### src/mfr_pkg.sv
package mfr_pkg;

	// Target and source format codes
	localparam logic [1:0] FMT_BIN   = 2'd0;
	localparam logic [1:0] FMT_HEX   = 2'd1;
	localparam logic [1:0] FMT_HEXTS = 2'd2;
	localparam logic [1:0] FMT_NONE  = 2'd3;

	// Framing characters
	localparam logic [7:0] ESC_BYTE     = 8'h1A;
	localparam logic [7:0] CHR_TYPE4    = 8'h34;
	localparam logic [7:0] CHR_TYPE5    = 8'h35;
	localparam logic [7:0] CHR_STAR     = 8'h2A;
	localparam logic [7:0] CHR_AT       = 8'h40;
	localparam logic [7:0] CHR_SEMI     = 8'h3B;
	localparam logic [7:0] CHR_NL       = 8'h0A;
	localparam logic [7:0] CHR_ZERO     = 8'h30;
	localparam logic [7:0] CHR_HEX_BASE = 8'h37;

	// Last byte and nibble index inside the timestamp
	localparam logic [3:0] TS_LAST_BYTE = 4'd5;
	localparam logic [3:0] TS_LAST_NIB  = 4'd11;

	// Item as taken from the input queue port
	typedef struct packed {
		logic [7:0]  payload_byte;
		logic        byte_present;
		logic        first_of_message;
		logic        last_of_message;
		logic [7:0]  message_type;
		logic [47:0] timestamp;
		logic [7:0]  signal_level;
		logic [1:0]  source_format;
	} item_t;

	// Classified job handed from front to back
	typedef struct packed {
		logic        first;
		logic        present;
		logic        last;
		logic [1:0]  fmt;
		logic [7:0]  mtype;
		logic [47:0] ts;
		logic [7:0]  sig;
		logic [7:0]  pb;
	} job_t;

	// One encoded output byte
	typedef struct packed {
		logic [7:0] out_byte;
		logic       end_of_message;
		logic       last_of_run;
	} res_t;

	// Back-end sequencer phases
	typedef enum logic [2:0] {
		PH_START,
		PH_LEAD,
		PH_TYPE,
		PH_TS,
		PH_SIG,
		PH_PAY,
		PH_SEMI,
		PH_NL
	} phase_t;

	// Uppercase hex character for one nibble
	function automatic logic [7:0] hex_char(input logic [3:0] nib);
		if (nib < 4'd10) begin
			return CHR_ZERO + {4'h0, nib};
		end
		return CHR_HEX_BASE + {4'h0, nib};
	endfunction

endpackage

### src/mfr_fifo.sv
module mfr_fifo
	#(
		parameter int WIDTH = 8,
		parameter int DEPTH = 2
	)
	(
		input  logic             clk,
		input  logic             arst_n,
		input  logic             push,
		input  logic [WIDTH-1:0] wdata,
		output logic             full,
		input  logic             pop,
		output logic [WIDTH-1:0] rdata,
		output logic             empty
	);

	localparam int AW = $clog2(DEPTH);
	localparam int CW = $clog2(DEPTH + 1);
	localparam logic [AW-1:0] PTR_LAST = AW'(DEPTH - 1);
	localparam logic [CW-1:0] CNT_FULL = CW'(DEPTH);

	logic [WIDTH-1:0] mem_q [DEPTH];
	logic [AW-1:0]    wr_ptr_q;
	logic [AW-1:0]    rd_ptr_q;
	logic [CW-1:0]    count_q;
	logic             do_push;
	logic             do_pop;

	assign full    = (count_q == CNT_FULL);
	assign empty   = (count_q == '0);
	assign do_push = push && !full;
	assign do_pop  = pop && !empty;
	assign rdata   = mem_q[rd_ptr_q];

	// Store entries
	always_ff @(posedge clk) begin
		if (do_push) begin
			mem_q[wr_ptr_q] <= wdata;
		end
	end

	// Advance pointers and occupancy
	always_ff @(posedge clk or negedge arst_n) begin
		if (!arst_n) begin
			wr_ptr_q <= '0;
			rd_ptr_q <= '0;
			count_q  <= '0;
		end else begin
			if (do_push) begin
				wr_ptr_q <= (wr_ptr_q == PTR_LAST) ? '0 : wr_ptr_q + 1'b1;
			end
			if (do_pop) begin
				rd_ptr_q <= (rd_ptr_q == PTR_LAST) ? '0 : rd_ptr_q + 1'b1;
			end
			if (do_push && !do_pop) begin
				count_q <= count_q + 1'b1;
			end else if (do_pop && !do_push) begin
				count_q <= count_q - 1'b1;
			end
		end
	end

endmodule

### src/mfr_front.sv
module mfr_front
	import mfr_pkg::*;
	(
		input  logic       clk,
		input  logic       arst_n,
		input  logic       cfg_valid,
		input  logic [1:0] cfg_data,
		input  logic       accept,
		input  item_t      item,
		output logic       job_push,
		output job_t       job
	);

	logic [1:0] target_format_q;
	logic [1:0] latched_fmt_q;
	logic       suppress_q;
	logic [1:0] fmt;
	logic       supp;
	logic       cfg_msg;

	assign cfg_msg = (item.message_type == CHR_TYPE4) || (item.message_type == CHR_TYPE5);

	// Pick format and suppression for this item
	always_comb begin
		if (item.first_of_message) begin
			fmt  = target_format_q;
			supp = (target_format_q == FMT_NONE) || ((target_format_q != FMT_BIN) && cfg_msg);
		end else begin
			fmt  = latched_fmt_q;
			supp = suppress_q;
		end
	end

	// Build the job; drop items that produce nothing
	always_comb begin
		job.first   = item.first_of_message;
		job.present = item.byte_present;
		job.last    = item.last_of_message;
		job.fmt     = fmt;
		job.mtype   = item.message_type;
		job.ts      = (item.source_format == FMT_HEX) ? '0 : item.timestamp;
		job.sig     = (item.source_format == FMT_BIN) ? item.signal_level : '0;
		job.pb      = item.payload_byte;
		job_push    = accept && !supp && (item.first_of_message || item.byte_present ||
			(item.last_of_message && (fmt != FMT_BIN)));
	end

	// Hold the format register and per-message state
	always_ff @(posedge clk or negedge arst_n) begin
		if (!arst_n) begin
			target_format_q <= FMT_BIN;
			latched_fmt_q   <= FMT_BIN;
			suppress_q      <= 1'b0;
		end else begin
			if (cfg_valid) begin
				target_format_q <= cfg_data;
			end
			if (accept && item.first_of_message) begin
				latched_fmt_q <= fmt;
				suppress_q    <= supp;
			end
		end
	end

endmodule

### src/mfr_back.sv
module mfr_back
	import mfr_pkg::*;
	(
		input  logic clk,
		input  logic arst_n,
		input  logic job_empty,
		input  job_t job,
		output logic job_pop,
		input  logic res_full,
		output logic res_push,
		output res_t res
	);

	phase_t     phase_q;
	logic [3:0] cnt_q;
	logic       dup_q;

	phase_t     eff;
	phase_t     nxt_phase;
	logic [3:0] nxt_cnt;
	logic       nxt_dup;
	logic       done;
	logic       go;
	logic       is_bin;
	logic       trailer;
	logic [47:0] ts_byte_sh;
	logic [47:0] ts_nib_sh;
	logic [7:0]  esc_src;
	logic        need_dup;

	assign is_bin     = (job.fmt == FMT_BIN);
	assign trailer    = job.last && !is_bin;
	assign go         = !job_empty && !res_full;
	assign ts_byte_sh = job.ts << {cnt_q, 3'b000};
	assign ts_nib_sh  = job.ts << {cnt_q, 2'b00};

	// Start a fresh job at its first phase
	always_comb begin
		if (phase_q != PH_START) begin
			eff = phase_q;
		end else if (job.first) begin
			eff = PH_LEAD;
		end else if (job.present) begin
			eff = PH_PAY;
		end else begin
			eff = PH_SEMI;
		end
	end

	// Select the byte subject to escape doubling
	always_comb begin
		case (eff)
			PH_TS:   esc_src = ts_byte_sh[47:40];
			PH_SIG:  esc_src = job.sig;
			default: esc_src = job.pb;
		endcase
		need_dup = is_bin && (esc_src == ESC_BYTE) && !dup_q;
	end

	// Next phase
	always_comb begin
		nxt_phase = PH_START;
		nxt_cnt   = '0;
		nxt_dup   = 1'b0;
		done      = 1'b0;
		case (eff)
			PH_LEAD: begin
				if (is_bin) begin
					nxt_phase = PH_TYPE;
				end else if (job.fmt == FMT_HEXTS) begin
					nxt_phase = PH_TS;
				end else if (job.present) begin
					nxt_phase = PH_PAY;
				end else if (trailer) begin
					nxt_phase = PH_SEMI;
				end else begin
					done = 1'b1;
				end
			end
			PH_TYPE: nxt_phase = PH_TS;
			PH_TS: begin
				if (need_dup) begin
					nxt_phase = PH_TS;
					nxt_cnt   = cnt_q;
					nxt_dup   = 1'b1;
				end else if (cnt_q == (is_bin ? TS_LAST_BYTE : TS_LAST_NIB)) begin
					if (is_bin) begin
						nxt_phase = PH_SIG;
					end else if (job.present) begin
						nxt_phase = PH_PAY;
					end else if (trailer) begin
						nxt_phase = PH_SEMI;
					end else begin
						done = 1'b1;
					end
				end else begin
					nxt_phase = PH_TS;
					nxt_cnt   = cnt_q + 4'd1;
				end
			end
			PH_SIG: begin
				if (need_dup) begin
					nxt_phase = PH_SIG;
					nxt_dup   = 1'b1;
				end else if (job.present) begin
					nxt_phase = PH_PAY;
				end else begin
					done = 1'b1;
				end
			end
			PH_PAY: begin
				if (need_dup) begin
					nxt_phase = PH_PAY;
					nxt_dup   = 1'b1;
				end else if (!is_bin && (cnt_q == '0)) begin
					nxt_phase = PH_PAY;
					nxt_cnt   = 4'd1;
				end else if (trailer) begin
					nxt_phase = PH_SEMI;
				end else begin
					done = 1'b1;
				end
			end
			PH_SEMI: nxt_phase = PH_NL;
			PH_NL:   done = 1'b1;
			default: done = 1'b1;
		endcase
	end

	// Output byte for the current phase
	always_comb begin
		case (eff)
			PH_LEAD: begin
				if (is_bin) begin
					res.out_byte = ESC_BYTE;
				end else if (job.fmt == FMT_HEXTS) begin
					res.out_byte = CHR_AT;
				end else begin
					res.out_byte = CHR_STAR;
				end
			end
			PH_TYPE: res.out_byte = job.mtype;
			PH_TS:   res.out_byte = is_bin ? esc_src : hex_char(ts_nib_sh[47:44]);
			PH_SIG:  res.out_byte = esc_src;
			PH_PAY: begin
				if (is_bin) begin
					res.out_byte = esc_src;
				end else begin
					res.out_byte = hex_char((cnt_q == '0) ? job.pb[7:4] : job.pb[3:0]);
				end
			end
			PH_SEMI: res.out_byte = CHR_SEMI;
			PH_NL:   res.out_byte = CHR_NL;
			default: res.out_byte = CHR_NL;
		endcase
		res.last_of_run    = done;
		res.end_of_message = done && job.last;
		res_push           = go;
		job_pop            = go && done;
	end

	// Advance the sequencer
	always_ff @(posedge clk or negedge arst_n) begin
		if (!arst_n) begin
			phase_q <= PH_START;
			cnt_q   <= '0;
			dup_q   <= 1'b0;
		end else if (go) begin
			phase_q <= done ? PH_START : nxt_phase;
			cnt_q   <= done ? '0 : nxt_cnt;
			dup_q   <= done ? 1'b0 : nxt_dup;
		end
	end

	a_job_held: assert property (@(posedge clk) disable iff (!arst_n)
		(phase_q != PH_START) |-> !job_empty)
		else $error("sequencer in progress without a job");

	a_cnt_range: assert property (@(posedge clk) disable iff (!arst_n)
		(phase_q == PH_TS) |-> (cnt_q <= TS_LAST_NIB))
		else $error("timestamp index out of range");

	a_dup_bin: assert property (@(posedge clk) disable iff (!arst_n)
		dup_q |-> (is_bin && ((phase_q == PH_TS) || (phase_q == PH_SIG) || (phase_q == PH_PAY))))
		else $error("escape repeat outside binary escaped field");

	a_pop_last: assert property (@(posedge clk) disable iff (!arst_n)
		(go && done) |=> (phase_q == PH_START))
		else $error("sequencer did not return to start after a job");

endmodule

### src/mode_s_frame_reencoder.sv
// Mode S frame re-encoder.
// Input queue port: one item per payload byte, header fields on the first
// item of a message; an item is taken when push is high and full is low.
// Result queue port: encoded bytes appear while empty is low and are taken
// with pop. last_of_run marks the final byte of one item, end_of_message the
// final byte of a message. Dropped messages (hex or unused format) give nothing.
// Configuration: cfg_valid/cfg_ready write the 2-bit target format (always
// ready); it is sampled on the first item of each message.
// Path: an accepted item that gives bytes is queued as a job; the sequencer
// writes its bytes to the result queue, whose head is on the result ports.
// Throughput: one output byte per cycle from a single back-end sequencer while
// the result queue has room; an item gives 1 or 2 bytes for a payload byte
// (plus 2 for the hex trailer), up to 18 for a message start. A job queue
// of QUEUE_DEPTH entries lets input keep flowing while the sequencer works.
// Reset clears both queues and selects binary format. When the receiver holds
// off, the result queue fills, the sequencer stops, then the job queue fills
// and full rises; nothing is lost.
module mode_s_frame_reencoder
	import mfr_pkg::*;
	#(
		parameter int QUEUE_DEPTH = 2,
		parameter int OUT_DEPTH   = 2
	)
	(
		input  logic        clk,
		input  logic        arst_n,
		input  logic        cfg_valid,
		output logic        cfg_ready,
		input  logic [1:0]  cfg_data,
		input  logic        push,
		output logic        full,
		input  logic [7:0]  payload_byte,
		input  logic        byte_present,
		input  logic        first_of_message,
		input  logic        last_of_message,
		input  logic [7:0]  message_type,
		input  logic [47:0] timestamp,
		input  logic [7:0]  signal_level,
		input  logic [1:0]  source_format,
		output logic        empty,
		input  logic        pop,
		output logic [7:0]  out_byte,
		output logic        end_of_message,
		output logic        last_of_run
	);

	item_t item;
	job_t  job_in;
	job_t  job_out;
	res_t  res_in;
	res_t  res_out;
	logic  job_push;
	logic  job_pop;
	logic  job_empty;
	logic  res_push;
	logic  res_full;

	assign cfg_ready = 1'b1;

	// Gather item fields
	always_comb begin
		item.payload_byte     = payload_byte;
		item.byte_present     = byte_present;
		item.first_of_message = first_of_message;
		item.last_of_message  = last_of_message;
		item.message_type     = message_type;
		item.timestamp        = timestamp;
		item.signal_level     = signal_level;
		item.source_format    = source_format;
	end

	mfr_front u_front (
		.clk      (clk),
		.arst_n   (arst_n),
		.cfg_valid(cfg_valid),
		.cfg_data (cfg_data),
		.accept   (push && !full),
		.item     (item),
		.job_push (job_push),
		.job      (job_in)
	);

	mfr_fifo #(.WIDTH($bits(job_t)), .DEPTH(QUEUE_DEPTH)) u_job_q (
		.clk   (clk),
		.arst_n(arst_n),
		.push  (job_push),
		.wdata (job_in),
		.full  (full),
		.pop   (job_pop),
		.rdata (job_out),
		.empty (job_empty)
	);

	mfr_back u_back (
		.clk      (clk),
		.arst_n   (arst_n),
		.job_empty(job_empty),
		.job      (job_out),
		.job_pop  (job_pop),
		.res_full (res_full),
		.res_push (res_push),
		.res      (res_in)
	);

	mfr_fifo #(.WIDTH($bits(res_t)), .DEPTH(OUT_DEPTH)) u_res_q (
		.clk   (clk),
		.arst_n(arst_n),
		.push  (res_push),
		.wdata (res_in),
		.full  (res_full),
		.pop   (pop),
		.rdata (res_out),
		.empty (empty)
	);

	assign out_byte       = res_out.out_byte;
	assign end_of_message = res_out.end_of_message;
	assign last_of_run    = res_out.last_of_run;

endmodule

### config.mk
export PLATFORM = sky130hd
export DESIGN_NAME = mode_s_frame_reencoder
export DESIGN_NICKNAME = d
export VERILOG_FILES = /design/src/mfr_pkg.sv /design/src/mfr_fifo.sv /design/src/mfr_front.sv /design/src/mfr_back.sv /design/src/mode_s_frame_reencoder.sv
export SDC_FILE = /design/constraint.sdc
export NUM_CORES = 1
export LEC_CHECK = 0
export ABC_CLOCK_PERIOD_IN_PS = 8400
export BUFFER_PORTS_ARGS = -buffer_cell sky130_fd_sc_hd__buf_2
export CAP_MARGIN = 5
export CORE_AREA = 2 2 132 134
export CTS_CLUSTER_SIZE = 16
export DETAILED_ROUTE_END_ITERATION = 16
export DIE_AREA = 0 0 134 136
export HOLD_SLACK_MARGIN = 0.12
export PLACE_DENSITY = 0.79
export SYNTH_ARGS = -nofsm -noshare
export SYNTH_HDL_FRONTEND = slang
export SYNTH_SLANG_ARGS = --single-unit
export TNS_END_PERCENT = 10
### constraint.sdc
create_clock -name clk -period 8.4 [get_ports clk]
set_clock_uncertainty 0.2 [all_clocks]
set_input_delay 0.84 -clock clk [delete_from_list [all_inputs] [get_ports clk]]
set_output_delay 0.84 -clock clk [all_outputs]
set_load 0.005 [all_outputs]
==> metrics.md <==
| Metric | Value |
|---|---|
| Antenna diodes | 0 |
| Adder-cell share of the synthesized area | less than 1% |
| Final period utilization | ~57% |
| DRC violation total after the first TritonRoute iteration | between 700 and 800 |
| Worst hold slack | about 0.17 ns |
| Worst-path fanout max | between 60 and 70 |
| Peak Freq | between 200 and 250 MHz |
| Antenna violations before repair | 0 |
| Status | finished, final reports clean |
| Tot GR Track Use | ~26% |
| Area Overhead vs Synth | 11.4% |
| Post-synth EDFFs | approximately 170 |
| Post-Syn Area | 0.00984 mm² |
| Starting Density | ~58% |
| GP Congestion | ~0.9 |
| Largest net degree at the start of global routing | 78 |
| Die width | about 130 µm |
| Power Dens Cells | around 340 mW/mm² |
| Number of global-route vias before repair | approximately 6,400 |
| Power, Total | between 3000 and 4000 µW |
| Crit. End Element | flop |
| Synth unique cells | roughly 70 |
| Max-slew headroom | between 20% and 30% |
| Die area | roughly 0.018 mm² |
| Max-slew violations | 0 |
| Area post-placement | approximately 0.010 mm² |
| Pleak | approximately 0.004 µW |
| Cts repair resizes | 0 |
| Worst skew pair latency | 0.44 ns |
| Post-CTS Setup Repair Bufs | 0 |
| TritonCTS clock tree | built |
| Syn Area/Cell | ~14 µm² |
| Core outline area | between 0.015 and 0.02 mm² |
| DRT Wirelength | between 20 and 25 mm |
| H-tree depth | 4 |
| Top-count cell post-synth | edfxtp_1 |
| Compound-Gate Fraction of Synth Area | roughly 7.0% |
| PortBufs | 95 |
| Mux cell area share after synthesis | 18.2% |
| Clock transition at path regs | 0.07 ns |
| First-pass GRT wire length | approximately 35 mm |
| Yosys top cell by area | edfxtp_1 |
| Synth cell count leaders | 174 x edfxtp_1, 59 x and2_1, 38 x nand2_1, 36 x mux4_2, 33 x nor2_1 |
| Global route overflow | 0 |
| Drt drc | 0 |
| Setup CP Type | reg -> reg |
| Root Driver | clkbuf_16 |
| Main combinational cell family by area after synthesis | multiplexers |
| Startpoint Class | flop |
| Synth top area share | between 50 and 60% |
| Count of final setup violators | 0 |
| Yosys warnings | 0 |
| Drt wl/cell | between 20 and 25 µm |
| Max-cap violations | 0 |
| Worst Path Arrival | between 4 and 5 ns |
| TritonRoute pass-1 iters | 5 |
| Drt via density | 6.28 |
| I/O pin total | 97 |
| Net count, final | around 850 |
| Sequential area share after synthesis | about 60% |
| Final hold violations | 0 |
| Syn Inst Count | 682 |
| Synth area leaders | edfxtp_1 53%, mux4_2 8.2%, dfrtp_1 5.3% |
| Synth Flop Type | edfxtp_1 |
| Synth Register Bits | ~200 |
| Std cell rows | 48 |
| Req. time, crit path | between 8 and 9 ns |
| Final setup TNS | 0 ns |
| Post-CTS Hold Buffers | 0 |
| Vias | approximately 6,300 |
| Synthesized Nets | just under 800 |
| Antenna-violating nets left | 0 |
| Unrepaired setup endpoints after global routing | false |
| Die H | between 100 and 150 µm |
| CTS Buf Count | 17 |
| Worst-Margin Slew | between 1 and 1.5 ns |
| Final HPWL DP | about 16 mm |
| Synth async-reset ratio | 10.8% |
| CTS Buffer Depth | 2 |
| Final instance area | around 0.011 mm² |
| Layout cells sized above 1 | 26.7% |
| Clock sinks | a little under 200 |
| Synth Area in Simple Gates | 11.2% |
| Min cycle time layout | approximately 4.7 ns |
| Synth Area in XOR/XNOR | approximately 1.1% |
| HP Class | in -> async |
| Peak supply drop | about 0.00018 V |
-- cell usage in the layout (no fill, tap or decap), drive strengths merged, types with 10 or more instances in the layout --
cell      n
nand3    17
nand4    16
edfxtp  174
buf     104
clkbuf   19
inv      22
nor3     10
mux4     53
o211ai   11
nor2     34
nand2    38
mux2i    23
and2     59
o21ai    23
mux2     27
dfrtp    21
a21oi    19
-- through the flow --
step                util [%]  setup WS (ns)  std cells
finish                  65.0           3.65       1001
global route            65.0           3.33       1001
CTS                     65.0           3.65       1001
detailed placement      61.8           3.67        969
global placement        61.8           3.76        969
floorplan                  -          0.888        682
-- final cells by class --
cell class / instances / area (µm²)
clock inverters: 13 / 101
clock buffers: 19 / 433
flip-flops and latches: 195 / 5750
repair buffers: 104 / 543
multi-input cells: 427 / 3780
inverters: 18 / 67.6
fillers: 1195 / 5910
well taps: 225 / 282
-- cell families (layout without fill, tap and decap cells) --
family | after synthesis | after routing
mux | 103 | 103
compound gates | 100 | 100
fa+ha+maj | 7 | 7
buf+inv | 60 | 154
other cells | 1 | 1
flops | 195 | 195
simple gates | 204 | 204
xor+xnor | 12 | 12
-- flip-flops by register name, summed over array words and instances (netlist names), 2 cells and up --
name and count:
u_job_q.mem_q 154, u_back.phase_q 3, u_front.target_format_q 2, u_res_q.count_q 2, u_res_q.mem_q 20, u_job_q.count_q 2
u_back.cnt_q 4, u_front.latched_fmt_q 2
-- worst max-delay path, cell delays in order, from the launching register on --
cell      delay, ns
dfrtp_4        0.72
buf_4          0.83
mux4_1         0.65
and3_1         0.19
nor4_1         0.31
nand2b_1       0.08
or4_1          0.54
o21ai_1        0.30
a21oi_1        0.15
inv_1          0.09
ha_1           0.16
xor2_1         0.16
nor2_1         0.06
xor2_1         0.13
-- power breakdown --
group / switching (µW) / leakage, µW / total [µW] / internal [µW]
combinational: 846 / 0.00183 / 1510 / 667
sequential: 158 / 0.00187 / 1490 / 1340
clock: 366 / 0.000253 / 750 / 384
-- metal layers --
layer | up-vias | GRT usage (%) | wire length (µm) | part of all wire [%]
met2 | 248 | 45.8 | 12000 | 53
met3 | 36 | 4.59 | 1150 | 5.1
li1 | 2854 | - | - | -
met1 | 3151 | 33.0 | 9010 | 40
met5 | - | 0 | 0 | 0
met4 | 0 | 7.98 | 454 | 2.0
-- worst paths after layout --
check	cells past startpoint	to	from	slack, ns
max in group asynchronous	1	u_job_q.rd_ptr_q$_DFFE_PN0P_	arst_n	7.44
max reg2reg	13	u_job_q.count_q[1]$_DFFE_PN0P_	u_job_q.rd_ptr_q$_DFFE_PN0P_	3.65
min	1	u_res_q.wr_ptr_q$_DFFE_PN0P_	arst_n	0.17
min in group clk	2	u_back.dup_q$_DFFE_PN0P_	u_back.dup_q$_DFFE_PN0P_	0.29
max	13	u_job_q.count_q[1]$_DFFE_PN0P_	u_job_q.rd_ptr_q$_DFFE_PN0P_	3.65
min reg2reg	2	u_back.dup_q$_DFFE_PN0P_	u_back.dup_q$_DFFE_PN0P_	0.29
Note: power is estimated with default switching activity, not from simulation.
